[src/rtl/dtadv_pkg.sv]
// Package for the date and time advance unit: sequencer states, register
// indexes, calendar constants and the month length table. No dependencies.
package dtadv_pkg;

    localparam int unsigned SecsPerDay = 86400;
    localparam int unsigned SecsPerHour = 3600;
    localparam int unsigned SecsPerMin = 60;
    localparam int unsigned ExtraSecs = 2 * 60 * 60;
    localparam int unsigned YearMin = 2024;
    localparam int unsigned YearMax = 2099;
    localparam int unsigned CenturyBase = 2000;

    localparam int unsigned SecsW = 33;   // elapsed + extra + time of day
    localparam int unsigned RemW = 17;    // remainder below one day
    localparam int unsigned UnitW = 17;   // shared subtractor width
    localparam int unsigned DayW = 16;    // day count before month rollover
    localparam int unsigned CfgIdxW = 3;

    // One day is 675 * 2**7 seconds. The seconds are shifted right by 7 and the
    // quotient by 675 comes from a multiply by ceil(2**36 / 675), which is exact
    // for every shifted count below 2**26.
    localparam int unsigned DayShift = 7;
    localparam int unsigned DayOdd = 675;
    localparam int unsigned OddW = 10;                    // remainder below 675
    localparam int unsigned ScaledW = SecsW - DayShift;   // seconds over 128
    localparam int unsigned DayRecip = 101806633;
    localparam int unsigned RecipW = 27;
    localparam int unsigned RecipShift = 36;
    localparam int unsigned ProdW = ScaledW + RecipW;

    typedef enum logic [2:0] {
        ST_IDLE,
        ST_TOD,
        ST_DIV,
        ST_REM,
        ST_HOUR,
        ST_MIN,
        ST_MONTH
    } t_state;

    typedef enum logic [CfgIdxW-1:0] {
        REG_YEAR   = 3'd0,
        REG_MONTH  = 3'd1,
        REG_DAY    = 3'd2,
        REG_HOUR   = 3'd3,
        REG_MINUTE = 3'd4,
        REG_SECOND = 3'd5
    } t_cfg_idx;

    // Length of month mon (1..12) in days, February extended in a leap year.
    function automatic logic [4:0] month_len(input logic [3:0] mon, input logic leap);
        logic [4:0] len;
        begin
            case (mon)
                4'd2:    len = leap ? 5'd29 : 5'd28;
                4'd4:    len = 5'd30;
                4'd6:    len = 5'd30;
                4'd9:    len = 5'd30;
                4'd11:   len = 5'd30;
                default: len = 5'd31;
            endcase
            return len;
        end
    endfunction

endpackage

[src/rtl/date_time_advance_by_seconds_unit.sv]
// Top level of the date and time advance unit: base registers, sequencer, a
// reciprocal multiply for the day split and one shared subtract/compare unit.
// Depends on dtadv_pkg.
//
//  Channel   Direction  Handshake                 Payload
//  -------   ---------  ------------------------  ------------------------------
//  clock     in         i_clk, i_rst_n (sync low) -
//  command   in         start, busy               i_elapsed_seconds, i_add_two_hours
//  config    in         i_cfg_valid, o_cfg_ready  i_cfg_index, i_cfg_data
//  result    out        o_done (one-cycle strobe) o_valid_res, o_year_two_digit,
//                                                 o_month_out, o_day_out,
//                                                 o_hour_out, o_minute_out, o_second_out
//
// A command transfer happens at a rising edge with start high and busy low.
// With an out-of-range base, the zero result is strobed in the next cycle.
// Otherwise the item passes through ST_TOD, which adds the time of day, ST_DIV
// and ST_REM, which split the total into days and seconds of the day, ST_HOUR
// and ST_MIN, which count off hours and minutes, and ST_MONTH, which walks one
// month per step; the month walk through the single subtractor takes the
// longest. The result is strobed in the cycle busy falls. Reset returns the
// sequencer to idle and the base registers to 2024-01-01 00:00:00. The
// receiver cannot stall the result; configuration transfers are taken
// whenever the unit is not busy and start is low.
module date_time_advance_by_seconds_unit (
    input  logic                          i_clk,
    input  logic                          i_rst_n,
    input  logic                          start,
    output logic                          busy,
    input  logic [31:0]                   i_elapsed_seconds,
    input  logic                          i_add_two_hours,
    input  logic                          i_cfg_valid,
    output logic                          o_cfg_ready,
    input  logic [dtadv_pkg::CfgIdxW-1:0] i_cfg_index,
    input  logic [11:0]                   i_cfg_data,
    output logic                          o_done,
    output logic                          o_valid_res,
    output logic [6:0]                    o_year_two_digit,
    output logic [3:0]                    o_month_out,
    output logic [4:0]                    o_day_out,
    output logic [4:0]                    o_hour_out,
    output logic [5:0]                    o_minute_out,
    output logic [5:0]                    o_second_out
);
    import dtadv_pkg::*;

    // Base date and time registers.
    logic [11:0] r_base_year;
    logic [3:0]  r_base_month;
    logic [4:0]  r_base_day;
    logic [4:0]  r_base_hour;
    logic [5:0]  r_base_minute;
    logic [5:0]  r_base_second;

    // Sequencer and working registers.
    t_state              r_state, n_state;
    logic [SecsW-1:0]    r_num, n_num;     // total seconds
    logic [RemW-1:0]     r_rem, n_rem;     // seconds within the day
    logic [DayW-1:0]     r_day, n_day;
    logic [3:0]          r_mon, n_mon;
    logic [6:0]          r_yy, n_yy;       // year modulo 100
    logic [1:0]          r_cent, n_cent;   // century modulo 4, for the 400-year rule
    logic [4:0]          r_hour, n_hour;
    logic [5:0]          r_min, n_min;

    // Result registers.
    logic                r_done, n_done;
    logic                r_valid, n_valid;
    logic [6:0]          r_o_yy, n_o_yy;
    logic [3:0]          r_o_mon, n_o_mon;
    logic [4:0]          r_o_day, n_o_day;
    logic [4:0]          r_o_hour, n_o_hour;
    logic [5:0]          r_o_min, n_o_min;
    logic [5:0]          r_o_sec, n_o_sec;

    logic                base_ok;
    logic                accept;
    logic [RemW-1:0]     tod_secs;
    logic                leap;
    logic [4:0]          mon_len;

    // Day split: total seconds over 128, its quotient by 675 and the remainder.
    logic [ScaledW-1:0]  scaled;
    logic [ProdW-1:0]    recip_prod;
    logic [ScaledW-1:0]  odd_rem;

    // Shared subtract/compare unit.
    logic [UnitW-1:0]    u_a, u_b, u_diff;
    logic                u_ge;

    assign busy        = (r_state != ST_IDLE);
    assign o_cfg_ready = ~busy & ~start;
    assign accept      = start & ~busy;

    assign base_ok = (r_base_day >= 5'd1) &&
                     (r_base_year >= 12'(YearMin)) && (r_base_year <= 12'(YearMax)) &&
                     (r_base_month >= 4'd1) && (r_base_month <= 4'd12) &&
                     (r_base_hour <= 5'd23) && (r_base_minute <= 6'd59) &&
                     (r_base_second <= 6'd59);

    // Time of day of the base in seconds; only used once the base is known valid.
    assign tod_secs = RemW'(r_base_hour) * RemW'(SecsPerHour) +
                      RemW'(r_base_minute) * RemW'(SecsPerMin) +
                      RemW'(r_base_second);

    // The quotient lands in r_day during ST_DIV; ST_REM reads it back for the
    // remainder, which is below 675 and so fits the low bits of odd_rem.
    assign scaled     = r_num[SecsW-1:DayShift];
    assign recip_prod = ProdW'(scaled) * ProdW'(DayRecip);
    assign odd_rem    = scaled - ScaledW'(r_day) * ScaledW'(DayOdd);

    // A year is leap when divisible by 4, except century years whose
    // century count is not a multiple of four.
    assign leap    = (r_yy[1:0] == 2'd0) && ((r_yy != 7'd0) || (r_cent == 2'd0));
    assign mon_len = month_len(r_mon, leap);

    always_comb begin
        case (r_state)
            ST_HOUR:  begin
                u_a = UnitW'(r_rem);
                u_b = UnitW'(SecsPerHour);
            end
            ST_MIN:   begin
                u_a = UnitW'(r_rem);
                u_b = UnitW'(SecsPerMin);
            end
            ST_MONTH: begin
                u_a = UnitW'(r_day);
                u_b = UnitW'(mon_len);
            end
            default:  begin
                u_a = '0;
                u_b = '0;
            end
        endcase
        u_diff = u_a - u_b;
        u_ge   = (u_a >= u_b);
    end

    // Next state and working values.
    always_comb begin
        n_state = r_state;
        n_num   = r_num;
        n_rem   = r_rem;
        n_day   = r_day;
        n_mon   = r_mon;
        n_yy    = r_yy;
        n_cent  = r_cent;
        n_hour  = r_hour;
        n_min   = r_min;
        n_done  = 1'b0;
        n_valid = r_valid;
        n_o_yy  = r_o_yy;
        n_o_mon = r_o_mon;
        n_o_day = r_o_day;
        n_o_hour = r_o_hour;
        n_o_min = r_o_min;
        n_o_sec = r_o_sec;

        case (r_state)
            ST_IDLE: begin
                if (accept) begin
                    if (base_ok) begin
                        n_num   = {1'b0, i_elapsed_seconds} +
                                  (i_add_two_hours ? SecsW'(ExtraSecs) : '0);
                        n_rem   = '0;
                        n_hour  = '0;
                        n_min   = '0;
                        n_mon   = r_base_month;
                        n_yy    = 7'(r_base_year - 12'(CenturyBase));
                        n_cent  = 2'd0;
                        n_state = ST_TOD;
                    end else begin
                        // Out-of-range base: every field reads zero.
                        n_done   = 1'b1;
                        n_valid  = 1'b0;
                        n_o_yy   = '0;
                        n_o_mon  = '0;
                        n_o_day  = '0;
                        n_o_hour = '0;
                        n_o_min  = '0;
                        n_o_sec  = '0;
                    end
                end
            end
            ST_TOD: begin
                n_num   = r_num + SecsW'(tod_secs);
                n_state = ST_DIV;
            end
            ST_DIV: begin
                // Whole days elapsed, from the reciprocal product.
                n_day   = recip_prod[RecipShift +: DayW];
                n_state = ST_REM;
            end
            ST_REM: begin
                // Seconds within the day, then the base day is added on.
                n_rem   = {odd_rem[OddW-1:0], r_num[DayShift-1:0]};
                n_day   = r_day + DayW'(r_base_day);
                n_state = ST_HOUR;
            end
            ST_HOUR: begin
                if (u_ge) begin
                    n_rem  = u_diff[RemW-1:0];
                    n_hour = r_hour + 5'd1;
                end else begin
                    n_state = ST_MIN;
                end
            end
            ST_MIN: begin
                if (u_ge) begin
                    n_rem = u_diff[RemW-1:0];
                    n_min = r_min + 6'd1;
                end else begin
                    n_state = ST_MONTH;
                end
            end
            ST_MONTH: begin
                if (u_ge && (u_diff != '0)) begin
                    // Day lies past this month: step into the next one.
                    n_day = u_diff[DayW-1:0];
                    if (r_mon == 4'd12) begin
                        n_mon = 4'd1;
                        if (r_yy == 7'd99) begin
                            n_yy   = 7'd0;
                            n_cent = r_cent + 2'd1;
                        end else begin
                            n_yy = r_yy + 7'd1;
                        end
                    end else begin
                        n_mon = r_mon + 4'd1;
                    end
                end else begin
                    n_done   = 1'b1;
                    n_valid  = 1'b1;
                    n_o_yy   = r_yy;
                    n_o_mon  = r_mon;
                    n_o_day  = r_day[4:0];
                    n_o_hour = r_hour;
                    n_o_min  = r_min;
                    n_o_sec  = r_rem[5:0];
                    n_state  = ST_IDLE;
                end
            end
            default: begin
                n_state = ST_IDLE;
            end
        endcase
    end

    // State register and control flags.
    always_ff @(posedge i_clk) begin
        if (!i_rst_n) begin
            r_state <= ST_IDLE;
            r_done  <= 1'b0;
        end else begin
            r_state <= n_state;
            r_done  <= n_done;
        end
    end

    // Working and result payload registers.
    always_ff @(posedge i_clk) begin
        r_num    <= n_num;
        r_rem    <= n_rem;
        r_day    <= n_day;
        r_mon    <= n_mon;
        r_yy     <= n_yy;
        r_cent   <= n_cent;
        r_hour   <= n_hour;
        r_min    <= n_min;
        r_valid  <= n_valid;
        r_o_yy   <= n_o_yy;
        r_o_mon  <= n_o_mon;
        r_o_day  <= n_o_day;
        r_o_hour <= n_o_hour;
        r_o_min  <= n_o_min;
        r_o_sec  <= n_o_sec;
    end

    // Base registers, written through the configuration channel.
    always_ff @(posedge i_clk) begin
        if (!i_rst_n) begin
            r_base_year   <= 12'(YearMin);
            r_base_month  <= 4'd1;
            r_base_day    <= 5'd1;
            r_base_hour   <= '0;
            r_base_minute <= '0;
            r_base_second <= '0;
        end else if (i_cfg_valid && o_cfg_ready) begin
            case (i_cfg_index)
                REG_YEAR:   r_base_year   <= i_cfg_data;
                REG_MONTH:  r_base_month  <= i_cfg_data[3:0];
                REG_DAY:    r_base_day    <= i_cfg_data[4:0];
                REG_HOUR:   r_base_hour   <= i_cfg_data[4:0];
                REG_MINUTE: r_base_minute <= i_cfg_data[5:0];
                REG_SECOND: r_base_second <= i_cfg_data[5:0];
                default: begin
                end
            endcase
        end
    end

    assign o_done           = r_done;
    assign o_valid_res      = r_valid;
    assign o_year_two_digit = r_o_yy;
    assign o_month_out      = r_o_mon;
    assign o_day_out        = r_o_day;
    assign o_hour_out       = r_o_hour;
    assign o_minute_out     = r_o_min;
    assign o_second_out     = r_o_sec;

`ifndef SYNTH
    a_done_idle : assert property (@(posedge i_clk) disable iff (!i_rst_n)
        o_done |-> !busy)
        else $error("result strobed while the sequencer is still busy");

    a_valid_start : assert property (@(posedge i_clk) disable iff (!i_rst_n)
        (accept && base_ok) |=> (busy && !o_done))
        else $error("valid command did not start the sequencer");

    a_bad_base : assert property (@(posedge i_clk) disable iff (!i_rst_n)
        (accept && !base_ok) |=> (o_done && !o_valid_res))
        else $error("out-of-range base did not give an immediate invalid result");

    a_result_range : assert property (@(posedge i_clk) disable iff (!i_rst_n)
        (o_done && o_valid_res) |-> ((o_month_out >= 4'd1) && (o_month_out <= 4'd12) &&
        (o_day_out >= 5'd1) && (o_hour_out <= 5'd23) && (o_minute_out <= 6'd59) &&
        (o_second_out <= 6'd59) && (o_year_two_digit <= 7'd99)))
        else $error("valid result holds an out-of-range field");

    a_invalid_zero : assert property (@(posedge i_clk) disable iff (!i_rst_n)
        (o_done && !o_valid_res) |-> ((o_year_two_digit == '0) && (o_month_out == '0) &&
        (o_day_out == '0) && (o_hour_out == '0) && (o_minute_out == '0) &&
        (o_second_out == '0)))
        else $error("invalid result carries nonzero fields");
`endif

endmodule
[config.mk]
export PLATFORM = sky130hd
export DESIGN_NAME = date_time_advance_by_seconds_unit
export DESIGN_NICKNAME = d
export VERILOG_FILES = /design/src/rtl/dtadv_pkg.sv /design/src/rtl/date_time_advance_by_seconds_unit.sv
export SDC_FILE = /design/constraint.sdc
export NUM_CORES = 1
export LEC_CHECK = 0
export ABC_AREA = 1
export BUFFER_PORTS_ARGS = -buffer_cell sky130_fd_sc_hd__buf_2
export CAP_MARGIN = 20
export CORE_MARGIN = 2
export CORE_UTILIZATION = 53
export CTS_CLUSTER_SIZE = 16
export DETAILED_ROUTE_END_ITERATION = 8
export PLACE_DENSITY = 0.7
export SYNTH_ARGS = -nofsm -noshare
export SYNTH_HDL_FRONTEND = slang
export SYNTH_SLANG_ARGS = --single-unit
[constraint.sdc]
create_clock -name i_clk -period 8.8 [get_ports i_clk]
set_clock_uncertainty 0.1 [all_clocks]
set_input_delay 0.44 -clock i_clk [delete_from_list [all_inputs] [get_ports i_clk]]
set_output_delay 0.44 -clock i_clk [all_outputs]
set_load 0.03 [all_outputs]
==> results of run 1 <==
-- area by class of cell --
type                            instances  area share (%)
Multi-Input combinational cell       1976           64.97
Sequential cell                       166           18.00
Inverter                              643           9.518
Tap cell                              592           2.921
Timing Repair Buffer                  104           2.201
Clock buffer                           17           1.678
Clock inverter                         15          0.7006
Antenna cell                            1        0.009868
-- per-layer routing --
layer	up-vias	part of all wire [%]
met5	-	0
met3	102	4.5
li1	9334	-
met2	538	49
met1	9254	44
met4	0	2.6
-- path summary, 6_finish.rpt --
check	startpoint	slack [ns]	cells past startpoint	endpoint
setup / recovery	r_base_minute[3]	1.66	32	r_num[25]
hold / removal	i_cfg_data[7]	0.07	3	r_base_year[7]
setup reg to reg	r_base_minute[3]	1.66	32	r_num[25]
hold reg to reg	r_base_year[11]	0.39	2	r_base_year[11]
-- sequential cells by signal, indices dropped and copies added, names as in the netlist --
register and count:
o_valid_res 1, o_minute_out 6, r_base_year 12, r_base_second 6, o_done 1, r_day 16
o_second_out 6, r_base_hour 5, r_hour 5, r_state 3, r_min 6, r_cent 2
r_yy 7, r_mon 4, o_year_two_digit 7, o_hour_out 5, o_month_out 4, r_base_minute 6
o_day_out 5, r_base_month 4, r_rem 17, r_base_day 5, r_num 33
-- placed cells by master (no fill, tap or decap), drive strengths merged, types with 13 or more instances in the layout --
cell type / n
inv: 649
ha: 425
nand2: 378
nor2: 233
fa: 218
a21oi: 172
o21ai: 162
edfxtp: 124
buf: 103
nand3: 92
xor2: 47
dfxtp: 42
nor3: 36
xnor2: 35
nand4: 33
o22ai: 20
clkbuf: 18
nor4: 13
-- critical path, delay by kind of cell (launching register included) --
| kind | cells | cell delay (ns) |
|---|---|---|
| AND/OR/NAND/NOR | 12 | 1.87 |
| AO/OA/AOI/OAI | 8 | 1.38 |
| flip-flops | 1 | 0.43 |
| buffers and inverters | 3 | 0.32 |
| XOR/XNOR | 3 | 0.43 |
| adder cells (fa/ha/maj) | 6 | 2.33 |
-- per-stage QoR --
| stage | hold WS [ns] | cell area (µm²) | std cells |
|---|---|---|---|
| 3_3_place_gp | 0.3623 | 24740 | 3479 |
| 4_1_cts | 0.04069 | 25340 | 3511 |
| 6_report | 0.06566 | 25360 | 3514 |
| 5_1_grt | 0.06777 | 25360 | 3514 |
| 2_1_floorplan | 0.3439 | 23600 | 2819 |
| 3_5_place_dp | 0.3753 | 24740 | 3479 |
-- logic make-up after synthesis --
logic type                 Yosys count
buffers and inverters              677
AOI/OAI and AO/OA                  448
xor gates and xnor gates            82
adders and majority gates          643
DFF                                166
and+or+nand+nor                    803
==> metrics.yaml, run 1 <==
die_width_um: 215.0
final_core_util_pct: 57.47
final-seq-area_um2: 4564
cts_buffers: 17
yosys.area_share.simple_pct: 14.92
cts.path.max_buffers: 2
synthMuxAreaShare_pct: 0
synthesis.area_um2: 23600
tightest_slew_ns: 1.147
yosys.area.top_type: "ha_1"
grtUsageMet2_pct: 48.38
relSlewSlack_pct: 22.54
grt_usage_pct: 28.09
grt_max_degree: 44
cts.repair_timing.setup_buffer_count: 0
synth_top_area_share_pct: 22.53
placed_wire_length_estimate_after_detailed_placement_mm: 54.64
cts_resized: 0
worst_setup_end_kind: "flop"
multi_input_area_um2: 16480
global_route.usage.met3_pct: 2.449
global_route.peak_usage_layer: "met2"
type_of_the_worst_min_delay_path: "in -> reg"
setup-violations-final: 0
initial_core_util_pct: 53.49
synthesis.area_per_instance_um2: 8.372
yosys.area_share.xor_xnor_pct: 3.043
worstSetupPathType: "reg -> reg"
placement.setup.worst_slack_ns: 1.724
detail_route.wl_per_cell_um: 18.20
async_flop_share_pct: 0
clock-root-buffer: "clkbuf_16"
global_route.overflow_total: 0
floorplan.io_pins: 89
area_delta_synth_final_pct: 7.443
drv_slew: 0
detailedRoute.firstIterationViolations: 1319
layout-drive-gt1-share_pct: 6.505
critical-path-top-cell-by-count: "nand2_1"
post_synthesis_cell_count: 2819
cts.hold.buffers_added: 0
vias: 19230
outcome: "finished, final reports clean"
grt_first_pass_wirelength_mm: 102.8
drv_cap: 0
detailed_route_wl_mm: 63.94
yosys_warning_total: 0
clk_pin_slew_worst_paths_ns: 0.08
hold_viol: 0
port_buffers: 88
synth.net_count: 3514
timing.critical_path.arrival_ns: 7.23
yosys_register_bits: 166
setup_total_negative_slack_ns: 0
grt_setup_unrepaired: "false"
first_global_vias: 19440
synth_flop_cell: "edfxtp_1"
cell_variety_after_synth: 61
drcViolationCount: 0
gp_congestion: 0.9632
finalWorstSetupSlack_ns: 1.659
core.rowCount: 77
setup.worst_path.start_class: "flop"
fin_nets: 3603
avgViaCountPerCell: 5.472
critical-path-slowest-cell: "fa_1"
layout.filler_cells: 4101
synth.yosys.seq_area_share_pct: 19.34
synthAdderAreaFrac_pct: 41.02
final.period_utilization_pct: 81.15
core_region_area_um2: 44120
die_area_um2: 46240
number_of_synthesized_flops_with_an_enable_pin: 124
clk-insertion-delay-late_ns: 0.47
required_ns: 8.89
antenna_found_initial: 1
ant_nets: 0
max_clock_freq_ghz: 0.1400
met1_resource_use_gr_pct: 37.69
final_period_minus_worst_setup_slack_ns: 7.141
numClockSinks: 166
combinational_family_with_the_most_area_after_synthesis: "adder cells"
critical_path.max_fanout: 5
synth_compound_gate_area_share_pct: 10.76
max_stage_delay_ns: 0.52
synth_top_cells_by_area: "ha_1 23%, fa_1 18%, edfxtp_1 16%, inv_1 10%, nand2_1 5.7%"
most_instantiated_cells_after_synthesis: "637 x inv_1, 425 x ha_1, 361 x nand2_1"
height_of_the_chip_um: 215.0
most_frequent_cell_after_synthesis: "inv_1"
detail_route.first_pass.iterations: 6
cts_tree: "yes"
htree_num_levels: 4
Power of run 1 is not shown: default switching activity piles up to over one toggle a cycle in this logic, so the estimate is an artifact.
==> run 2, diff against run 1 <==
- PLACE_DENSITY: 0.7 -> 0.73
- clock period: 8.8 -> 5.72 ns (I/O delays scaled with it)
==> run 2 against run 1 <==
The flow now finishes with violations (DRC, setup timing). Core utilization up 10 points. Wire length increased by 14%. Via count is 9.5% higher. Non-clock buffer count up 304. First-iteration DRC count is 6.7% higher. Setup slack got worse by 2.0 ns. Sequential share of layout area down 2.7 points. Register-to-register slack lost 2.0 ns. Final cell count is 8.7% higher. Die area did not move. Worst hold slack worse by 0.031 ns. Count of clock-buffer cells in the layout is 1 higher. Highest routed layer unchanged.
==> metrics.yaml, run 2 (synthesis results as in run 1) <==
critical-path-slowest-cell: "fa_1"
ant_nets: 0  # unchanged
first_global_vias: 21910  # +13%
top_regs: "r_num (33), r_rem (17), r_day (16)"
outcome: "finished, violations left"
detail_route.wl_per_cell_um: 19.06  # +4.7%
layout-drive-gt1-share_pct: 26.98  # +20 points
critical-path-top-cell-by-count: "a21oi_2"
detailed_route_wl_mm: 72.76  # +14%
most-common-layout-cells: "581 x inv_1, 363 x ha_1, 308 x nand2_1"
setup-violations-final: 31  # +31
setup.worst_path.start_class: "flop"
hold_viol: 0  # unchanged
timing.critical_path.arrival_ns: 6.18  # -1.05 ns
final.period_utilization_pct: 106.3  # +25 points
tightest_slew_ns: 1.025  # -0.1228 ns
clk_pin_slew_worst_paths_ns: 0.07  # about the same
relSlewSlack_pct: 31.17  # +8.6 points
max_stage_delay_ns: 0.57  # +0.05 ns
global_route.overflow_total: 0  # unchanged
initial_core_util_pct: 53.49  # unchanged
core_region_area_um2: 44120  # unchanged
vias: 21050  # +9.5%
detail_route.first_pass.iterations: 9  # +3
failed_checks: "DRC, setup timing"
numClockSinks: 166  # unchanged
port_buffers: 88  # unchanged
drcViolationCount: 2  # +2
clock-root-buffer: "clkbuf_16"
fin_nets: 3907  # +8.4%
worstSetupPathType: "reg -> reg"
max_clock_freq_ghz: 0.1645  # +17%
largest_register_ffs: 33  # unchanged
worst_setup_end_kind: "flop"
drv_cap: 0  # unchanged
htree_num_levels: 4  # unchanged
final_period_minus_worst_setup_slack_ns: 6.079  # -1.062 ns
grt_first_pass_wirelength_mm: 113.0  # +9.9%
worst_path_dominant_cell_family: "adder cells"
grt_max_degree: 44  # unchanged
required_ns: 5.83  # -3.06 ns
avgViaCountPerCell: 5.513  # +0.75%
grt_usage_pct: 30.90  # +2.8 points
finalWorstSetupSlack_ns: -0.3592  # -2.018 ns
final_hold_slack_ns: 0.03444  # -0.03121 ns
die_width_um: 215.0  # unchanged
placed_wire_length_estimate_after_detailed_placement_mm: 58.05  # +6.2%
worst-path-buf-inv: 5  # +2
cts_buffers: 17  # unchanged
die_area_um2: 46240  # unchanged
drv_slew: 0  # unchanged
antenna_found_initial: 1  # unchanged
cts.path.max_buffers: 2  # unchanged
type_of_the_worst_min_delay_path: "in -> reg"
area_delta_synth_final_pct: 26.67
gp_congestion: 0.9750  # +1.2%
height_of_the_chip_um: 215.0  # unchanged
most_frequent_standard_cell_in_the_layout_excluding_fill_and_tap_cells: "inv_1"
detailedRoute.firstIterationViolations: 1408  # +6.7%
top_register: "r_num"
core.rowCount: 77  # unchanged
cts_tree: "yes"
floorplan.io_pins: 89  # unchanged
clk-insertion-delay-late_ns: 0.47  # about the same
critical_path.max_fanout: 4  # -1
grt_setup_unrepaired: "true"
==> run 2: worst register-to-register path, delay by kind of cell (launching register included) <==
| kind | cells | cell delay [ns] |
|---|---|---|
| XOR/XNOR | 1 | 0.19 |
| AO/OA/AOI/OAI | 10 | 1.34 |
| adder cells (fa/ha/maj) | 6 | 2.49 |
| buffers and inverters | 5 | 0.50 |
| flip-flops | 1 | 0.34 |
| AND/OR/NAND/NOR | 6 | 0.84 |
==> run 2: path summary, 6_finish.rpt <==
kind / start / end / slack, ns / cells past startpoint
hold reg to reg: r_base_year[11] / r_base_year[11] / 0.38 / 2
hold / removal: i_elapsed_seconds[0] / r_num[0] / 0.03 / 3
setup / recovery: r_base_minute[0] / r_num[29] / -0.36 / 28
setup reg to reg: r_base_minute[0] / r_num[29] / -0.36 / 28
==> run 2: metal layers <==
layer	vias to the layer above	global-route usage [%]	wire (µm)	part of all wire, %
li1	9940	-	-	-
met1	10160	38.15	29840	41
met2	744	54.87	36060	50
met3	209	4.034	3824	5.3
met4	0	12.05	3044	4.2
met5	-	0	0	0
==> run 2: cell type report <==
type	instances	area, µm²
repair buffers	408	2994
clock inverters	14	160.2
multi-input cells	1976	18560
diodes	1	2.502
inverters	643	2424
clock buffers	18	439.2
fillers	3423	14230
flip-flops and latches	166	4571
well taps	592	740.7
==> run 2: through the flow <==
step / TNS [ns] / area, µm² / utilization, % / cells / setup WS, ns
2_1_floorplan: 0 / 23740 / - / 2819 / 0.01103
3_3_place_gp: -11.20 / 26590 / 60.25 / 3707 / -0.7808
3_5_place_dp: -14.51 / 26590 / 60.25 / 3707 / -0.9029
4_1_cts: -5.490 / 28950 / 65.60 / 3799 / -0.3669
5_1_grt: -14.36 / 29890 / 67.75 / 3817 / -0.6533
6_report: -6.623 / 29890 / 67.75 / 3818 / -0.3592
==> run 2: timing repair <==
| action | in CTS | in global routing |
|---|---|---|
| buffers inserted | 52 | 25 |
| pin swaps | 195 | 167 |
| setup endpoints to repair | 35 | 39 |
| endpoints found under the hold margin | 11 | 0 |
| hold buffers | 9 | 0 |
| resized for setup | 331 | 210 |
Power of run 2 is left out for the same reason.
